### config.mk
export PLATFORM = sky130hd
export DESIGN_NAME = sound_dsp_command_port
export DESIGN_NICKNAME = d
export VERILOG_FILES = /design/src/rtl/core/sdcp_pkg.sv /design/src/rtl/core/sdcp_front.sv /design/src/rtl/core/sdcp_back.sv /design/src/rtl/core/sound_dsp_command_port.sv
export SDC_FILE = /design/constraint.sdc
export NUM_CORES = 1
export LEC_CHECK = 0
export ABC_AREA = 0
export BUFFER_PORTS_ARGS = -buffer_cell sky130_fd_sc_hd__clkbuf_2
export CAP_MARGIN = 20
export CORE_ASPECT_RATIO = 0.9
export CORE_MARGIN = 5
export CORE_UTILIZATION = 42
export CTS_CLUSTER_DIAMETER = 120
export CTS_CLUSTER_SIZE = 12
export DETAILED_ROUTE_END_ITERATION = 10
export GPL_TIMING_DRIVEN = 0
export PLACE_DENSITY = 0.67
export SLEW_MARGIN = 20
export SYNTH_ARGS = -nofsm -noshare
export SYNTH_HDL_FRONTEND = slang
export SYNTH_SLANG_ARGS = --single-unit
### constraint.sdc
create_clock -name clk -period 4.2 [get_ports clk]
set_input_delay 0.42 -clock clk [delete_from_list [all_inputs] [get_ports clk]]
set_output_delay 0.42 -clock clk [all_outputs]
set_load 0.05 [all_outputs]
### src/rtl/core/sdcp_pkg.sv
`default_nettype none
package sdcp_pkg;
  localparam int FifoDepth = 16;
  localparam int CountW = $clog2(FifoDepth + 1);
  localparam int IdxW = $clog2(FifoDepth);

  localparam logic [1:0] OP_WRITE = 2'd0;
  localparam logic [1:0] OP_READ = 2'd1;
  localparam logic [1:0] OP_TICK = 2'd2;

  localparam logic [3:0] PORT_RESET = 4'h6;
  localparam logic [3:0] PORT_READ = 4'hA;
  localparam logic [3:0] PORT_CMD = 4'hC;
  localparam logic [3:0] PORT_AVAIL = 4'hE;

  localparam logic [16:0] LenMask = 17'h1FFFF;

  typedef enum logic [2:0] {
    K_NOP = 3'd0,
    K_WRITE = 3'd1,
    K_RESET = 3'd2,
    K_POP = 3'd3,
    K_RDCONST = 3'd4,
    K_AVAIL = 3'd5,
    K_TICK = 3'd6
  } kind_t;

  typedef struct packed {
    kind_t kind;
    logic [7:0] value;
  } item_t;

  function automatic logic [7:0] ident_byte(input logic [7:0] v);
    logic signed [15:0] acc;
    acc = 16'sd170 - 16'sd106;
    if (v[0]) acc = acc + 16'sd1;
    if (v[1]) acc = acc - 16'sd2;
    if (v[2]) acc = acc - 16'sd4;
    if (v[3]) acc = acc + 16'sd8;
    if (v[4]) acc = acc - 16'sd16;
    if (v[5]) acc = acc + 16'sd32;
    if (v[6]) acc = acc + 16'sd64;
    if (v[7]) acc = acc - 16'sd128;
    return acc[7:0];
  endfunction
endpackage
`default_nettype wire

### src/rtl/core/sdcp_front.sv
`default_nettype none
module sdcp_front (
  input  wire logic clk,
  input  wire logic rst,
  input  wire logic valid,
  output logic ready,
  input  wire logic [1:0] opcode,
  input  wire logic [3:0] port,
  input  wire logic [7:0] write_value,
  input  wire logic [7:0] dma_byte,
  output logic q_valid,
  input  wire logic q_ready,
  output sdcp_pkg::item_t q_item
);
  import sdcp_pkg::*;
  item_t cls;
  item_t slot [2];
  logic [1:0] fill;
  logic wp, rp;

  always_comb begin
    cls.value = write_value;
    cls.kind = K_NOP;
    case (opcode)
      OP_WRITE: begin
        if (port == PORT_RESET && write_value == 8'h00) cls.kind = K_RESET;
        else if (port == PORT_CMD) cls.kind = K_WRITE;
      end
      OP_READ: begin
        if (port == PORT_READ) cls.kind = K_POP;
        else if (port == PORT_AVAIL) cls.kind = K_AVAIL;
        else begin
          cls.kind = K_RDCONST;
          cls.value = (port == PORT_CMD) ? 8'h00 : 8'hFF;
        end
      end
      OP_TICK: begin
        cls.kind = K_TICK;
        cls.value = dma_byte;
      end
      default: cls.kind = K_NOP;
    endcase
  end

  assign ready = (fill != 2'd2);
  assign q_valid = (fill != 2'd0);
  assign q_item = slot[rp];

  always_ff @(posedge clk) begin
    if (valid && ready) slot[wp] <= cls;
    if (rst) begin
      fill <= '0;
      wp <= 1'b0;
      rp <= 1'b0;
    end else begin
      if (valid && ready) wp <= ~wp;
      if (q_valid && q_ready) rp <= ~rp;
      fill <= fill + {1'b0, valid && ready} - {1'b0, q_valid && q_ready};
    end
  end

`ifndef SYNTHESIS
  a_fill: assert property (@(posedge clk) disable iff (rst) fill != 2'd3)
    else $error("queue overfilled");
  a_full: assert property (@(posedge clk) disable iff (rst)
    (fill == 2'd2 && !q_ready) |=> fill == 2'd2)
    else $error("queue lost an item");
  a_ptr: assert property (@(posedge clk) disable iff (rst)
    (fill == 2'd0 || fill == 2'd2) |-> wp == rp)
    else $error("pointer mismatch");
`endif
endmodule
`default_nettype wire

### src/rtl/core/sdcp_back.sv
`default_nettype none
module sdcp_back (
  input  wire logic clk,
  input  wire logic rst,
  input  wire logic q_valid,
  output logic q_ready,
  input  wire sdcp_pkg::item_t q_item,
  output logic out_valid,
  input  wire logic out_ready,
  output logic [7:0] read_data,
  output logic signed [15:0] sample_out,
  output logic irq_pulse,
  output logic dma_write_valid,
  output logic [7:0] dma_write_data,
  output logic dma_read_taken,
  output logic timer_running,
  output logic [7:0] time_constant
);
  import sdcp_pkg::*;
  logic [7:0] fifo [FifoDepth];
  logic [CountW-1:0] count;
  logic [7:0] pending;
  logic hb;
  logic [16:0] blen, bcnt;
  logic silence, autoinit, record, active, speaker;
  logic [7:0] test_reg, tc;
  logic [15:0] sample;
  logic ten;

  logic [7:0] fifo_next [FifoDepth];
  logic [CountW-1:0] count_next;
  logic [7:0] pending_next;
  logic hb_next;
  logic [16:0] blen_next, bcnt_next, cnt_inc;
  logic silence_next, autoinit_next, record_next, active_next, speaker_next;
  logic [7:0] test_next, tc_next;
  logic [15:0] sample_next;
  logic ten_next;
  logic [7:0] rd;
  logic irq, dwv, taken;
  logic [7:0] dwd;
  logic [7:0] v;
  logic go, lenhi;
  logic [16:0] lensum;
  logic push1, push2;
  logic [7:0] pv1, pv2;

  assign v = q_item.value;
  assign q_ready = !out_valid || out_ready;
  assign go = q_valid && q_ready;
  assign lensum = (({9'd0, blen[7:0]} | {1'b0, v, 8'd0}) + 17'd1) & LenMask;
  assign cnt_inc = (bcnt + 17'd1) & LenMask;

  always_comb begin
    fifo_next = fifo;
    count_next = count;
    pending_next = pending;
    hb_next = hb;
    blen_next = blen;
    bcnt_next = bcnt;
    silence_next = silence;
    autoinit_next = autoinit;
    record_next = record;
    active_next = active;
    speaker_next = speaker;
    test_next = test_reg;
    tc_next = tc;
    sample_next = sample;
    ten_next = ten;
    rd = 8'h00;
    irq = 1'b0;
    dwv = 1'b0;
    dwd = 8'h00;
    taken = 1'b0;
    push1 = 1'b0;
    push2 = 1'b0;
    pv1 = 8'h00;
    pv2 = 8'h00;
    lenhi = 1'b0;
    case (q_item.kind)
      K_RESET: begin
        speaker_next = 1'b0;
        sample_next = '0;
        count_next = '0;
        push1 = 1'b1;
        pv1 = 8'hAA;
      end
      K_WRITE: begin
        case (pending)
          8'h10: begin
            sample_next = {v ^ 8'h80, 8'h00};
            pending_next = 8'h00;
          end
          8'h14, 8'h24, 8'h48, 8'h80: begin
            if (!hb) begin
              blen_next = {9'd0, v};
              hb_next = 1'b1;
            end else begin
              blen_next = lensum;
              lenhi = 1'b1;
              pending_next = 8'h00;
              if (pending != 8'h48) begin
                bcnt_next = '0;
                silence_next = (pending == 8'h80);
                autoinit_next = 1'b0;
                ten_next = 1'b1;
                if (pending != 8'h80) begin
                  record_next = (pending == 8'h24);
                  active_next = 1'b1;
                end
              end
            end
          end
          8'h40: begin
            tc_next = v;
            pending_next = 8'h00;
          end
          8'hE0: begin
            push1 = 1'b1;
            pv1 = ~v;
            pending_next = 8'h00;
          end
          8'hE2: begin
            dwv = 1'b1;
            dwd = ident_byte(v);
            pending_next = 8'h00;
          end
          8'hE4: begin
            test_next = v;
            pending_next = 8'h00;
          end
          default: begin
            pending_next = v;
            case (v)
              8'h14, 8'h24, 8'h48, 8'h80: hb_next = 1'b0;
              8'h1C, 8'h2C: begin
                bcnt_next = '0;
                silence_next = 1'b0;
                autoinit_next = 1'b1;
                record_next = (v == 8'h2C);
                active_next = 1'b1;
                ten_next = 1'b1;
              end
              8'h20: begin
                push1 = 1'b1;
                pv1 = 8'h80;
              end
              8'hD0: begin
                active_next = 1'b0;
                ten_next = 1'b0;
              end
              8'hD1: speaker_next = 1'b1;
              8'hD3: speaker_next = 1'b0;
              8'hD4: begin
                active_next = 1'b1;
                ten_next = 1'b1;
              end
              8'hDA: begin
                active_next = 1'b0;
                autoinit_next = 1'b0;
              end
              8'hE1: begin
                push1 = 1'b1;
                pv1 = 8'h02;
                push2 = 1'b1;
                pv2 = 8'h01;
              end
              8'hE8: begin
                push1 = 1'b1;
                pv1 = test_reg;
              end
              8'hF2: irq = 1'b1;
              8'hF8: begin
                push1 = 1'b1;
                pv1 = 8'h00;
              end
              default: ;
            endcase
          end
        endcase
      end
      K_POP: begin
        rd = fifo[0];
        if (count != '0) count_next = count - 1'b1;
        for (int i = 0; i < FifoDepth - 1; i++) fifo_next[i] = fifo[i+1];
      end
      K_RDCONST: rd = v;
      K_AVAIL: rd = (count != '0) ? 8'h80 : 8'h00;
      K_TICK: begin
        if (ten) begin
          if (!silence) begin
            if (!record) begin
              sample_next = {v ^ 8'h80, 8'h00};
              taken = 1'b1;
            end else begin
              dwv = 1'b1;
              dwd = 8'h80;
            end
          end else begin
            sample_next = '0;
          end
          bcnt_next = cnt_inc;
          if (cnt_inc == blen) begin
            bcnt_next = '0;
            irq = 1'b1;
            if (!autoinit) begin
              active_next = 1'b0;
              ten_next = 1'b0;
            end
          end
          if (!speaker) sample_next = '0;
        end
      end
      default: ;
    endcase
    if (push1 && count_next < CountW'(FifoDepth)) begin
      fifo_next[count_next[IdxW-1:0]] = pv1;
      count_next = count_next + 1'b1;
    end
    if (push2 && count_next < CountW'(FifoDepth)) begin
      fifo_next[count_next[IdxW-1:0]] = pv2;
      count_next = count_next + 1'b1;
    end
  end

  always_ff @(posedge clk) begin
    if (go) begin
      read_data <= rd;
      irq_pulse <= irq;
      dma_write_valid <= dwv;
      dma_write_data <= dwd;
      dma_read_taken <= taken;
      sample_out <= sample_next;
      timer_running <= ten_next;
      time_constant <= tc_next;
    end
    if (rst) begin
      out_valid <= 1'b0;
      fifo <= '{default: 8'h00};
      count <= '0;
      pending <= '0;
      hb <= 1'b0;
      blen <= '0;
      bcnt <= '0;
      silence <= 1'b0;
      autoinit <= 1'b0;
      record <= 1'b0;
      active <= 1'b0;
      speaker <= 1'b0;
      test_reg <= '0;
      tc <= '0;
      sample <= '0;
      ten <= 1'b0;
    end else begin
      if (go) out_valid <= 1'b1;
      else if (out_ready) out_valid <= 1'b0;
      if (go) begin
        fifo <= fifo_next;
        count <= count_next;
        pending <= pending_next;
        hb <= hb_next;
        blen <= blen_next;
        bcnt <= bcnt_next;
        silence <= silence_next;
        autoinit <= autoinit_next;
        record <= record_next;
        active <= active_next;
        speaker <= speaker_next;
        test_reg <= test_next;
        tc <= tc_next;
        sample <= sample_next;
        ten <= ten_next;
      end
    end
  end

`ifndef SYNTHESIS
  a_cnt: assert property (@(posedge clk) disable iff (rst)
    count <= CountW'(FifoDepth))
    else $error("reply count out of range");
  a_len: assert property (@(posedge clk) disable iff (rst)
    (go && lenhi) |=> !hb || $past(hb))
    else $error("length collector phase lost");
  a_dma: assert property (@(posedge clk) disable iff (rst)
    out_valid |-> !(dma_write_valid && dma_read_taken))
    else $error("tick both read and wrote DMA");
  a_hold: assert property (@(posedge clk) disable iff (rst)
    (out_valid && !out_ready) |=> $stable(sample))
    else $error("state moved during stall");
`endif
endmodule
`default_nettype wire

### src/rtl/core/sound_dsp_command_port.sv
// Command port of an 8-bit sound DSP. Each item is a port write, a port read or a
// sample tick, and each gives exactly one result item carrying the read byte, the
// current sample, the interrupt pulse, the DMA strobes, the timer state and the
// time constant. Unless stalled, one item is taken per clock: a two-entry queue
// separates the input classifier from the executing stage, whose output register holds the result.
`default_nettype none
module sound_dsp_command_port (
  input  wire logic clk,
  input  wire logic rst,
  input  wire logic in_valid,
  output logic in_ready,
  input  wire logic [1:0] opcode,
  input  wire logic [3:0] port,
  input  wire logic [7:0] write_value,
  input  wire logic [7:0] dma_byte,
  output logic out_valid,
  input  wire logic out_ready,
  output logic [7:0] read_data,
  output logic signed [15:0] sample_out,
  output logic irq_pulse,
  output logic dma_write_valid,
  output logic [7:0] dma_write_data,
  output logic dma_read_taken,
  output logic timer_running,
  output logic [7:0] time_constant
);
  import sdcp_pkg::*;
  logic q_valid, q_ready;
  item_t q_item;

  sdcp_front u_front (
    .clk, .rst, .valid(in_valid), .ready(in_ready),
    .opcode, .port, .write_value, .dma_byte,
    .q_valid, .q_ready, .q_item
  );

  sdcp_back u_back (
    .clk, .rst, .q_valid, .q_ready, .q_item,
    .out_valid, .out_ready, .read_data, .sample_out, .irq_pulse,
    .dma_write_valid, .dma_write_data, .dma_read_taken,
    .timer_running, .time_constant
  );
endmodule
`default_nettype wire

======== Word level (Yosys, flattened, before mapping) ========
Memory sizes are Yosys's and may differ from the RTL's. A register that Yosys moved wholly into a read port is not among the register bits.
Cells that the tools add are included.
word-level totals
  output and inout port bits .............. 46
  word-level logic and storage cells ...... 284
  register bits after elaboration ......... 262
  memories kept ........................... 1
  RAM bits ................................ 22
cells by class
  add/sub/neg operators ................... 14
  reductions and logical operators ........ 37
  order comparisons ....................... 6
  mux-type cells .......................... 124
  bitwise gates (word level) .............. 10
  eq/ne operators ......................... 51
memory list
  memory        words  bits a word  read ports  clocked after memory_dff  write ports  line              source
  u_front.slot  2      11           1           1                         1            sdcp_front.sv:17  item_t slot [2];
operators with widths
  cell                     count
  $mux W8                  36
  $bwmux W128              2
  $mux W128                2
  $mux W120                1
  $eq A8 B8 Y1 const B     14
  $mux W17                 6
  $mux W16                 5
  $pmux W8 S2              5
  $pmux W17 S2             2
  $demux W8 S4             2
  $pmux W16 S3             1
  $pmux W8 S3              2
  $mux W1                  39
  $add A17 B1 Y17 const B  2
  $eq A8 B5 Y1 const B     4
  $eq A8 B6 Y1 const B     4
  $pmux W1 S2              14
  $eq A8 B7 Y1 const B     3
  $eq A17 B17 Y1           1
  $or A8 B16 Y16           1
  $mux W5                  3
  $reduce_and A7 Y1        2
  $eq A4 B4 Y1 const B     3
  $reduce_and A6 Y1        2
  48 further kinds         86

======== Logic depth before layout (Yosys ltp) ========
  word-level depth ........................ 31
  gate-level depth with buffers ........... 18
  mapped depth without buffers ............ 17

======== Hierarchy ========
Synthesis repeated with hierarchy kept, for this count alone.
unflattened totals
  cells, all modules ...................... 1762
  area total of the unflattened synthesis .. 15668.8 um^2
modules (own cells, without submodules)
  module      area an instance (um^2)  instances  cells each
  sdcp_back   14333.7                  1          1653
  sdcp_front  1335.0                   1          109

======== Worst setup path after synthesis ========
OpenSTA, ideal clock, no wires.
  kind .................................... reg-to-reg
  start ................................... register u_back.pending[2]
  end ..................................... register u_back.fifo[2] (netlist bit)
  setup slack ............................. -319 ps
  arrival time ............................ 4402 ps
  stages on the path, launching flop included .. 16
  cells stage by stage .................... dfxtp_1 > buf_6 > or4_1 > a311o_1 > and2_1 > buf_6 > a311oi_4 > nor2_2 > xnor2_1 > ha_1 > inv_1 > or4_1 > a2111o_1 > a21oi_2 > o31ai_4 > a22o_1
between the ends
  word-level cells in the longest chain between the ends .. 13
ends and longest elaborated chain
  item                                                                       line              source
  start, declared                                                            sdcp_back.sv:22   logic [7:0] pending;
  start signal, assigned                                                     sdcp_back.sv:260  pending <= pending_next;
  $eq A8 B5 Y1 (tied with other cells)                                       sdcp_back.sv:89   case (pending)
  $reduce_or A8 Y1 (no line)                                                 --
  $pmux W1 S2                                                                sdcp_back.sv:89
  $pmux W1 S2                                                                sdcp_back.sv:80   case (q_item.kind)
  $logic_and A1 B1 Y1                                                        sdcp_back.sv:216  if (push1 && count_next < CountW'(FifoDepth)) begin
  $mux W5                                                                    sdcp_back.sv:216
  $not A4 Y5 (not written as such)                                           sdcp_back.sv:221  fifo_next[count_next[IdxW-1:0]] = pv2;
  $ge A5 B5 Y1 (not written as such) / $lt A5 B1 Y1 (equally long branches)  sdcp_back.sv:221
  $logic_and A1 B1 Y1 (not written as such)                                  sdcp_back.sv:221
  $mux W8 (not written as such)                                              sdcp_back.sv:221
  $demux W8 S4                                                               sdcp_back.sv:221
  $bwmux W128                                                                sdcp_back.sv:221
  $mux W128 *                                                                sdcp_back.sv:220  if (push2 && count_next < CountW'(FifoDepth)) begin
  end signal, assigned                                                       sdcp_back.sv:258  fifo <= fifo_next;
  end, declared                                                              sdcp_back.sv:20   logic [7:0] fifo [FifoDepth];
Every way passes the cells marked *; elsewhere a longest branch is shown, timed or not.
A chain may end at the register's enable or synchronous reset.

==> summary by stage <==
Layout
The number of diodes is 0. The post-layout instance count excluding filler cells is 2410. The largest registers in the layout are u_back.fifo x128, u_front.slot x22. The multi-input combinational cells in the finished layout cover a total of 9280 um^2. The area growth from synthesis to layout is 13.9%.

After the last flow step, the layout net total stands at 1965. In the final layout, the share of cells above drive strength 1 is 0.140. The register bank with the most flops is u_back.fifo. The layout filler cell count is 3461. Leaving out fill and tap cells, the most frequent cells in the layout are nand2_1 (278), dfxtp_1 (213), mux2i_1 (142), nor2_1 (128), clkbuf_1 (99). The library cell used most frequently in the layout, excluding fill and tap cells, is nand2_1. The number of flip-flops in the largest register is around 130. Registers take between 6000 and 7000 um^2.

Detailed routing
For this block, the via count after detailed routing is 14590. Before antenna repair, the detailed router went through 6 iterations. After detailed routing, the total wire length is 49.2 mm. The number of remaining DRC errors is 0.

The average vias per placed instance is 6.05. In this run, the number of DRC markers left after iteration 0 of detailed routing was 1630. In the final routed layout, each cell accounts on average for 20.4 um. The remaining antenna violation count after routing is 0.

STA
Across all setup checks in the final design, the least slack found is 0.0285 ns. The highest clock rate is 240 MHz. The final critical-path share of the clock period is 0.993. The setup skew after layout is around 0.016 ns.

The measured slew at the worst slew-check pin is 1.15 ns. Setup repair after global routing could not meet its margin everywhere. The worst slew slack as a fraction of its limit is 0.233.

The number of max-slew violations in the final report is 0. The total count of hold-check failures in the final report was 0. The post-route worst hold slack is 0.160 ns. Setup violations remaining at the end of the flow were counted as 0.

After layout, the minimum clock period comes to 4.17 ns.

Critical path
The startpoint-to-endpoint class of the critical path is flip-flop to flip-flop. At the worst endpoint, the arrival time is 4.63 ns. The category of the worst setup path capture point is a flip-flop.

STA classifies the critical path startpoint as a flip-flop. The worst register-to-register path has a setup slack of approximately 0.028 ns. The length in cells of the worst reg-to-reg path is 16. For the worst setup path, the data required time is 4.66 ns.

The destination of the worst register-to-register timing path is u_back.fifo[4]$_SDFFE_PP0P_. The highest fanout seen on the critical path is 10.

Hold path
The min-delay analysis places its worst path in the category input pin to flip-flop. The start point of the worst min-delay path is out_ready. The cell count of the worst hold path is 3. The end of the worst hold path is u_back.out_valid$_SDFFE_PP0P_.

GRT
The initial antenna violation count came to 0. In the global route stage, overall resource usage came out at 0.222. The sum of overflow across all layers after global routing is 0.

Entering global routing, the biggest net connects 30 pins. The number of global-route vias before repair came to 13603. The first-pass GRT wire length is 76.9 mm.

Floorplanning
The height of the die is 195 um. The number of core rows is 67. In this run the horizontal extent of the chip is 216 um. The initial core utilization is 0.428. The I/O pin total is just over 70.

The area of the core region is 37500 um^2. The die covers 42200 um^2.

Clocking
Clock tree synthesis inserted a total of 27 buffers. The maximum count of clock buffers along a single path is 3. The clock-pin slew reported for the worst setup and hold paths after clock tree synthesis is about 0.060 ns. The H-tree depth reported by CTS is 1. The cell sitting at the root of the clock tree is a clkbuf_16. The TritonCTS clock tree is built. At the later pin of the worst-skew pair, clock insertion delay measures 0.57 ns. The tree built by TritonCTS fans out to roughly 290 sinks. The number of hold buffers added after CTS is 0.

Synthesis
Synthesis produced a netlist whose cell count is between 1500 and 2000. The mapped netlist covers 16000 um^2. The count of cell types in the netlist is ~100. Counting every net in the synthesized netlist gives 1839. In this run, synthesis inferred between 60 and 70 flip-flops with an integrated enable. Of the post-synthesis cell area, the dominant cell type holds 0.273.

Counting flops with an async set or reset pin after synthesis yields a share of 0. The post-synthesis cell type with the largest combined area is dfxtp_1. The count of yosys warnings during synthesis is 0. After synthesis, the cell types taking the most area are dfxtp_1 (27%), edfxtp_1 (12%), mux2i_1 (9.0%).

Synthesis inferred 285 register bits. The commonest register cell after synthesis is dfxtp_1. The share of the Yosys chip area taken by registers is 0.397.

The synthesized area per cell is 8.96 um^2.

Placed design
The post-detailed-placement half-perimeter wirelength is 35.7 mm. Port buffering added 70 buffers. Prior to clock tree synthesis, the placed netlist has a worst setup slack of -0.700 ns. Routability-driven placement finished with a final weighted congestion of 0.959. After detailed placement, the design holds a cell count of 2345.

Power
The switching power as a share of total power is 0.436. The share of total power dissipated in the clock network is 0.224. The maximum vdd ir drop is 347 uV. The combinational share of power is 0.438. The total net switching power is ~4.4 mW. The part of the total power dissipated in sequential elements is 0.338. The internal portion of the total power is ~5.7 mW. Summed over all cells, the static leakage comes to 6.58 nW. The overall power after layout is 10.0 mW. Dividing total power by cell area gives a power density of around 550 nW/um^2.

Run status
The run finished with clean final reports.

Job
The tool flagged a number of max-cap violations equal to 0.
[final cells by class]
type                    instances  share of cell area
plain buffers                 126              0.0299
well taps                     483              0.0331
repair buffers                102              0.0327
multi-input cells            1342               0.508
clock inverters                 2             0.00137
inverters                      32             0.00657
clock buffers                  38              0.0392
flip-flops and latches        285               0.349
[through the flow]
stage	instance area (um^2)	utilization	TNS, ns
4_1_cts	18100	0.483	0
6_report	18300	0.488	0
5_1_grt	18300	0.488	-0.562
3_5_place_dp	17100	0.456	-16.57
3_3_place_gp	17000	0.455	-19.10
2_1_floorplan	16100	-	0
[power groups by stage]
stage / Sequential (mW) / Clock, mW / Combinational (mW)
global route: 3.42 / 2.40 / 4.65
finish: 3.39 / 2.24 / 4.39
global placement: 3.44 / 0 / 3.96
detailed placement: 3.44 / 0 / 4.04
CTS: 3.38 / 2.29 / 4.25
floorplan: 3.99 / 0 / 2.32
[worst max-delay path, stage by stage, from the launching register on]
cell      delay [ns]
dfxtp_1         0.30
buf_4           0.17
buf_6           0.18
or3b_1          0.43
a22oi_2         0.21
a32o_2          0.24
o41a_2          0.20
buf_4           0.20
nand2_4         0.11
a21oi_4         0.22
ha_4            0.19
inv_2           0.03
or4_4           0.52
a2111o_1        0.47
a21oi_4         0.21
o31ai_4         0.12
a22o_1          0.25
[how the worst max path moves through the flow]
stage	cells past startpoint	start	endpoint	slack (ns)
2_1_floorplan	15	u_back.pending[2]$_SDFFE_PP0P_	u_back.fifo[2]$_SDFFE_PP0P_	0.04
3_3_place_gp	12	out_ready	u_front.fill[1]$_SDFF_PP0_	-0.88
3_5_place_dp	14	flip-flop	u_back.fifo[4]$_SDFFE_PP0P_	-0.70
4_1_cts	15	u_back.pending[2]$_SDFFE_PP0P_	u_back.fifo[4]$_SDFFE_PP0P_	0.03
5_1_grt	16	flip-flop	u_back.fifo[6]$_SDFFE_PP0P_	-0.08
6_report	16	flip-flop	u_back.fifo[4]$_SDFFE_PP0P_	0.03
[synthesized netlist by cell type, types with 17 or more instances]
library cell,number
nor2_1,130
nor3_1,42
o21ai_0,99
a21oi_1,83
a22o_1,65
nand3_1,28
edfxtp_1,66
o21ai_1,18
clkbuf_1,91
mux2_2,23
ha_1,23
xnor2_1,31
a32o_1,24
inv_1,31
nand2_1,280
dfxtp_1,219
o211ai_1,49
buf_2,17
mux2i_1,144
and2_1,26
[cells by family (layout without fill, tap and decap cells)]
family,Yosys count,after routing,synth area share
AO/OA/AOI/OAI,477,477,0.222
XOR/XNOR,46,46,0.0251
adder cells (fa/ha/maj),23,23,0.0179
buffers and inverters,163,300,0.0430
flip-flops,285,285,0.397
multiplexers,171,171,0.110
AND/OR/NAND/NOR,625,625,0.185
[per-layer routing]
| layer | part of all wire | GRT usage | vias to the layer above |
|---|---|---|---|
| met5 | 0 | 0 | - |
| met4 | 0.023 | 0.0516 | 0 |
| met3 | 0.091 | 0.0452 | 76 |
| met2 | 0.43 | 0.334 | 665 |
| met1 | 0.46 | 0.329 | 6993 |
| li1 | - | - | 6856 |
[repair_timing]
action	in CTS	in global routing
endpoints found under the setup margin	50	53
gates resized for setup	35	25
endpoints found under the hold margin	0	0
pin swaps	10	24
setup buffers	15	15
No activity file was read; power rests on OpenSTA's default activity.
